### config.mk
export PLATFORM = sky130hd
export DESIGN_NAME = isq_cell
export DESIGN_NICKNAME = d
export VERILOG_FILES = /design/src/rtl/core/isq_pkg.sv /design/src/rtl/core/isq_cell.sv
export SDC_FILE = /design/constraint.sdc
export NUM_CORES = 1
export LEC_CHECK = 0
export BUFFER_PORTS_ARGS = -buffer_cell sky130_fd_sc_hd__buf_2
export CAP_MARGIN = 25
export CORE_MARGIN = 2
export CORE_UTILIZATION = 33
export DETAILED_ROUTE_END_ITERATION = 16
export GPL_TIMING_DRIVEN = 0
export PLACE_DENSITY_LB_ADDON = 0.25
export SYNTH_ARGS = -nofsm -noshare
export SYNTH_HDL_FRONTEND = slang
export SYNTH_SLANG_ARGS = --single-unit
export TNS_END_PERCENT = 1
### constraint.sdc
create_clock -name clk -period 2.7 [get_ports clk]
set_input_delay 0.405 -clock clk [delete_from_list [all_inputs] [get_ports clk]]
set_output_delay 0.405 -clock clk [all_outputs]
set_load 0.1 [all_outputs]
### src/rtl/core/isq_pkg.sv
// shared constants, codes and types for the indexed sequence store
package isq_pkg;

	localparam int unsigned CAPACITY_DEF = 64;

	localparam int unsigned CMD_W   = 3;
	localparam int unsigned POS_W   = 8;
	localparam int unsigned VALUE_W = 32;
	localparam int unsigned STAT_W  = 2;
	localparam int unsigned LEN_W   = 7;

	// wide enough for any slot or length up to the largest supported capacity
	localparam int unsigned SLOT_W = 13;

	localparam logic [CMD_W-1:0] CMD_READ     = 3'd0;
	localparam logic [CMD_W-1:0] CMD_INS_HEAD = 3'd1;
	localparam logic [CMD_W-1:0] CMD_INS_TAIL = 3'd2;
	localparam logic [CMD_W-1:0] CMD_INS_AT   = 3'd3;
	localparam logic [CMD_W-1:0] CMD_DELETE   = 3'd4;

	localparam logic [STAT_W-1:0] ST_DONE  = 2'd0;
	localparam logic [STAT_W-1:0] ST_RANGE = 2'd1;
	localparam logic [STAT_W-1:0] ST_FULL  = 2'd2;

	localparam logic [1:0] OP_HOLD   = 2'd0;
	localparam logic [1:0] OP_INSERT = 2'd1;
	localparam logic [1:0] OP_DELETE = 2'd2;

	// broadcast to every cell of the row
	typedef struct packed {
		logic [1:0]                op;
		logic [SLOT_W-1:0]         slot;
		logic signed [VALUE_W-1:0] value;
	} ctrl_t;

endpackage

### src/rtl/core/isq_cell.sv
// one storage cell of the row: holds one entry, shifts with its neighbours
module isq_cell import isq_pkg::*; #(
	parameter int unsigned INDEX = 0
) (
	input  logic                      clk,
	input  ctrl_t                     ctrl,
	input  logic signed [VALUE_W-1:0] prev_value,
	input  logic signed [VALUE_W-1:0] next_value,
	output logic signed [VALUE_W-1:0] value,
	output logic signed [VALUE_W-1:0] read_data
);

	localparam logic [SLOT_W-1:0] MY_SLOT = SLOT_W'(INDEX);

	logic signed [VALUE_W-1:0] value_q;
	logic                      at_slot;
	logic                      past_slot;

	assign at_slot   = ctrl.slot == MY_SLOT;
	assign past_slot = MY_SLOT > ctrl.slot;

	always_ff @(posedge clk) begin
		unique case (ctrl.op)
			OP_INSERT: begin
				if (past_slot) begin
					value_q <= prev_value;
				end else if (at_slot) begin
					value_q <= ctrl.value;
				end
			end
			OP_DELETE: begin
				if (at_slot || past_slot) begin
					value_q <= next_value;
				end
			end
			default: begin
			end
		endcase
	end

	assign value     = value_q;
	assign read_data = at_slot ? value_q : '0;

endmodule

Yosys cells after proc, flatten, opt, wreduce, memory -nomap -nowiden

Index checks and enable logic that the tools add are counted.

Equal/unequal tests: 4
Mux-type cells: 5
Reduce and logical (&&, ||, !) cells: 4
Magnitude comparators: 1

Operators with widths:

| operator                                                              | number |
|---|---|
| 32-bit 2-to-1 mux                                                     | 4 |
| 32-bit case mux with 2 select lines                                   | 1 |
| 1-bit by 13-bit > comparator with 1-bit output, first input constant  | 1 |
| 13-bit logical NOT                                                    | 1 |
| 3-bit != test, second input constant                                  | 1 |
| 3-bit AND reduction                                                   | 1 |
| 2-bit by 1-bit equality test with 1-bit output, second input constant | 1 |
| 2-bit equality test, second input constant                            | 1 |
| 2-bit != test, second input constant                                  | 1 |
| 2-bit nonzero test                                                    | 1 |
| 1-bit logical OR                                                      | 1 |

Flip-flop bits (word level): 32
Word-level logic and storage cells: 15
Bits of input ports: 112
Output and inout port bits: 64

Depth between registers and ports, before layout

Word-level depth: 4
Gate-level depth with buffers: 4
Depth with buffers taken out: 3

Least setup slack after synthesis

OpenSTA, ideal clock, no wires.

Kind: input-to-output
From: input ctrl[41] (netlist name)
To: output read_data[10]
Cell stages on the path: 4
Path slack: -1.844 ns
Arrival time: 4.139 ns
Path buffers: 2
Data required time: 2.295 ns
Cell sequence: or4_1 > buf_2 > clkbuf_1 > nor4_1

Word-level cells in the longest chain between the ends: 2

Ends and longest elaborated chain:

| what               | line           | RTL |
|---|---|---|
| start, declared    | isq_cell.sv:6  | `input ctrl_t ctrl,` |
| 13-bit logical NOT | isq_cell.sv:19 | `assign at_slot = ctrl.slot == MY_SLOT;` |
| 32-bit 2-to-1 mux  | isq_cell.sv:42 | `assign read_data = at_slot ? value_q : '0;` |
| end, declared      | isq_cell.sv:10 | `output logic signed [VALUE_W-1:0] read_data` |

Every way passes these cells.

Worst setup path in the final report

From: input ctrl[41] (netlist name)
To: output read_data[9]

Same word-level chain as after synthesis.

==> flow_summary.yaml <==
worst_setup_path:
  cp.arrival_ns: 2.22
  crit_fanout: 7
  crit_path_end_kind: "primary output"
  cp-endpoint: "read_data[9]"
  setup.worst_path.start: "ctrl[41]"
  crit_chain: "buf_2 -> or4_1 -> buf_2 -> clkbuf_1 -> buf_8 -> nor4_4 -> buf_4"
  critPathMaxStageDelay_ns: 0.51
  critPathSlowestCell: "or4_1"
  crit_path_frequent_cell: "buf_2"
  path_class: "primary input to primary output"
  required_ns: 2.30
  crit_path_start_kind: "primary input"
cts:
  root_buffer: "clkbuf_8"
  cts_buffers: 5
  h-tree-depth: 2
  cts_tree: "done"
  path_clk_slew_ns: 0.07
  hold_buffers: 0
  clk_path_buf_depth: 2
  clock-sinks: 32
global_routing:
  grt_pass1_vias: 1983
  antenna_found_initial: 0
  grt_pass1_wl_mm: 9.34
  overflow: 0
  grt_max_degree: 33
  grtUsageTotal_pct: 19.4
logic_synthesis:
  yosysWarnings: 0
  ys_seq_area_share_pct: 52.0
  yosys.cell_types.count: 15
  synth_nets: 266
  synth_cells: 154
  synth_mux_area_share_pct: 19.5
  synth.cell_area_um2: 1850
  synth_xor_area_share_pct: 0.474
  synth_simple_gate_area_share_pct: 24.2
  synth_fa_ha_area_share_pct: 0
  synth-compound-area-share_pct: 0
  synth_top_family_by_area: "simple AND/OR/NAND/NOR gates"
  ys_seq_elements: 32
  syn_avg_cell_area_um2: 12.0
detailed_routing:
  via_per_inst: 4.92
  drt-wirelength-per-cell_um: 15.7
  drt_iter0_markers: 43
  ant_nets: 0
  vias: 1895
  wl_mm: 6.03
  drc: 0
  firstDrtPassIters: 4
layout:
  area_growth_pct: 84.2
  fin_util_pct: 62.3
  fin_area_um2: 3410
  fin_nets: 424
  layout_common_cells: "buf_2 (125), nand2b_1 (32), edfxtp_1 (32), mux2_2 (30), nor4_4 (30)"
  final_layout_size_suffix_gt1_share_pct: 72.8
  diodes: 0
  final_common_cell: "buf_2"
  largest_reg_flops: 32
sta:
  period_share_pct: 97.1
  rsz0062_at_grt: "no"
  setup_ws_ns: 0.0783
  clock.fmax_mhz: 381
  maxSlewViolCount: 0
  min_period_ns: 2.62
  hold_violations: 0
  setup_viol: 0
  worstMarginPinSlew_ns: 0.972
  maxSlewHeadroom_pct: 35.1
floorplanning:
  core_um2: 5470
  io_pins: 176
  std_cell_rows: 27
  fp.dieW_um: 78.9
  die_area_um2: 6220
  start_util_pct: 33.8
  fp.dieH_um: 78.9
power_and_ir_drop:
  p_total_mw: 1.09
  power.density_nw_per_um2: 321
  peakVddDrop_v: 0.000233
  leakage_nw: 1.44
place:
  hpwl_mm: 4.73
  place_area_um2: 3270
  dp_slack_ns: -0.170
  port_buffers: 142
  gp_congestion: 0.771
outcome:
  outcome: "finished clean"
job:
  cap_violations: 0
worst_hold_path:
  min_path_type: "primary input to flop"
## area by class of cell
cell class	count	area [um^2]
clock inverters	3	13.8
fillers	458	2070
multi-input cells	104	1280
well taps	72	90.1
flip-flops and latches	32	961
repair buffers	151	915
plain buffers	18	75.1
clock buffers	5	68.8
## metrics by stage
stage | cells | TNS [ns] | hold slack (ns)
after floorplan | 154 | -14.54 | 0.606
after global placement | 368 | -29.38 | 0.700
after detailed placement | 377 | -6.11 | 0.703
after CTS | 385 | 0 | 0.402
after global routing | 385 | 0 | 0.412
final | 385 | 0 | 0.419
## Yosys cell counts
cell / n / area, um^2
nor4_1: 33 / 206
edfxtp_1: 32 / 961
nand2b_1: 32 / 200
mux2_2: 30 / 338
clkbuf_1: 11 / 41.3
buf_2: 4 / 20.0
buf_1: 3 / 11.3
mux2_1: 2 / 22.5
nand2_1: 1 / 3.75
nor2_2: 1 / 6.26
nor2b_1: 1 / 6.26
nor3_1: 1 / 5.00
or4_1: 1 / 7.51
or4_4: 1 / 11.3
xnor2_1: 1 / 8.76
## critical path, delay by kind of cell
family                 cells  cell delay [ns]
AND/OR/NAND/NOR            2             0.74
buffers and inverters      5             1.06
## per-layer routing
metal	GRT usage (%)	part of all wire, %
met1	21.9	39
met2	35.6	52
met4	5.69	1.6
met5	0	0
met3	5.57	7.7
## how the worst min path moves through the flow
stage,cells after the start,slack [ns],startpoint,to
CTS,2,0.40,ctrl[5],value[5]
global route,2,0.41,ctrl[5],value[5]
floorplan,1,0.61,ctrl[5],value[5]
detailed placement,2,0.70,ctrl[5],value[5]
global placement,2,0.70,ctrl[5],value[5]
finish,2,0.42,ctrl[5],value[5]
## logic make-up (layout without fill, tap and decap cells)
family / count (synthesis) / count (layout)
flops: 32 / 32
simple gates: 71 / 71
mux: 32 / 32
xor+xnor: 1 / 1
buf+inv: 18 / 177
## where the power goes
| part | leakage (nW) | switching [mW] | internal [mW] |
|---|---|---|---|
| Sequential | 0.287 | 0.0000243 | 0.550 |
| Combinational | 1.11 | 0.0871 | 0.0987 |
| Clock | 0.0453 | 0.184 | 0.175 |
| Total | 1.44 | 0.271 | 0.824 |
## timing repair
action,4_1_cts,5_1_grt
gates resized for setup,21,3
pin swaps,0,0
setup buffers,0,0
setup endpoints to repair,21,5
Power figures use the tool's default switching activity.
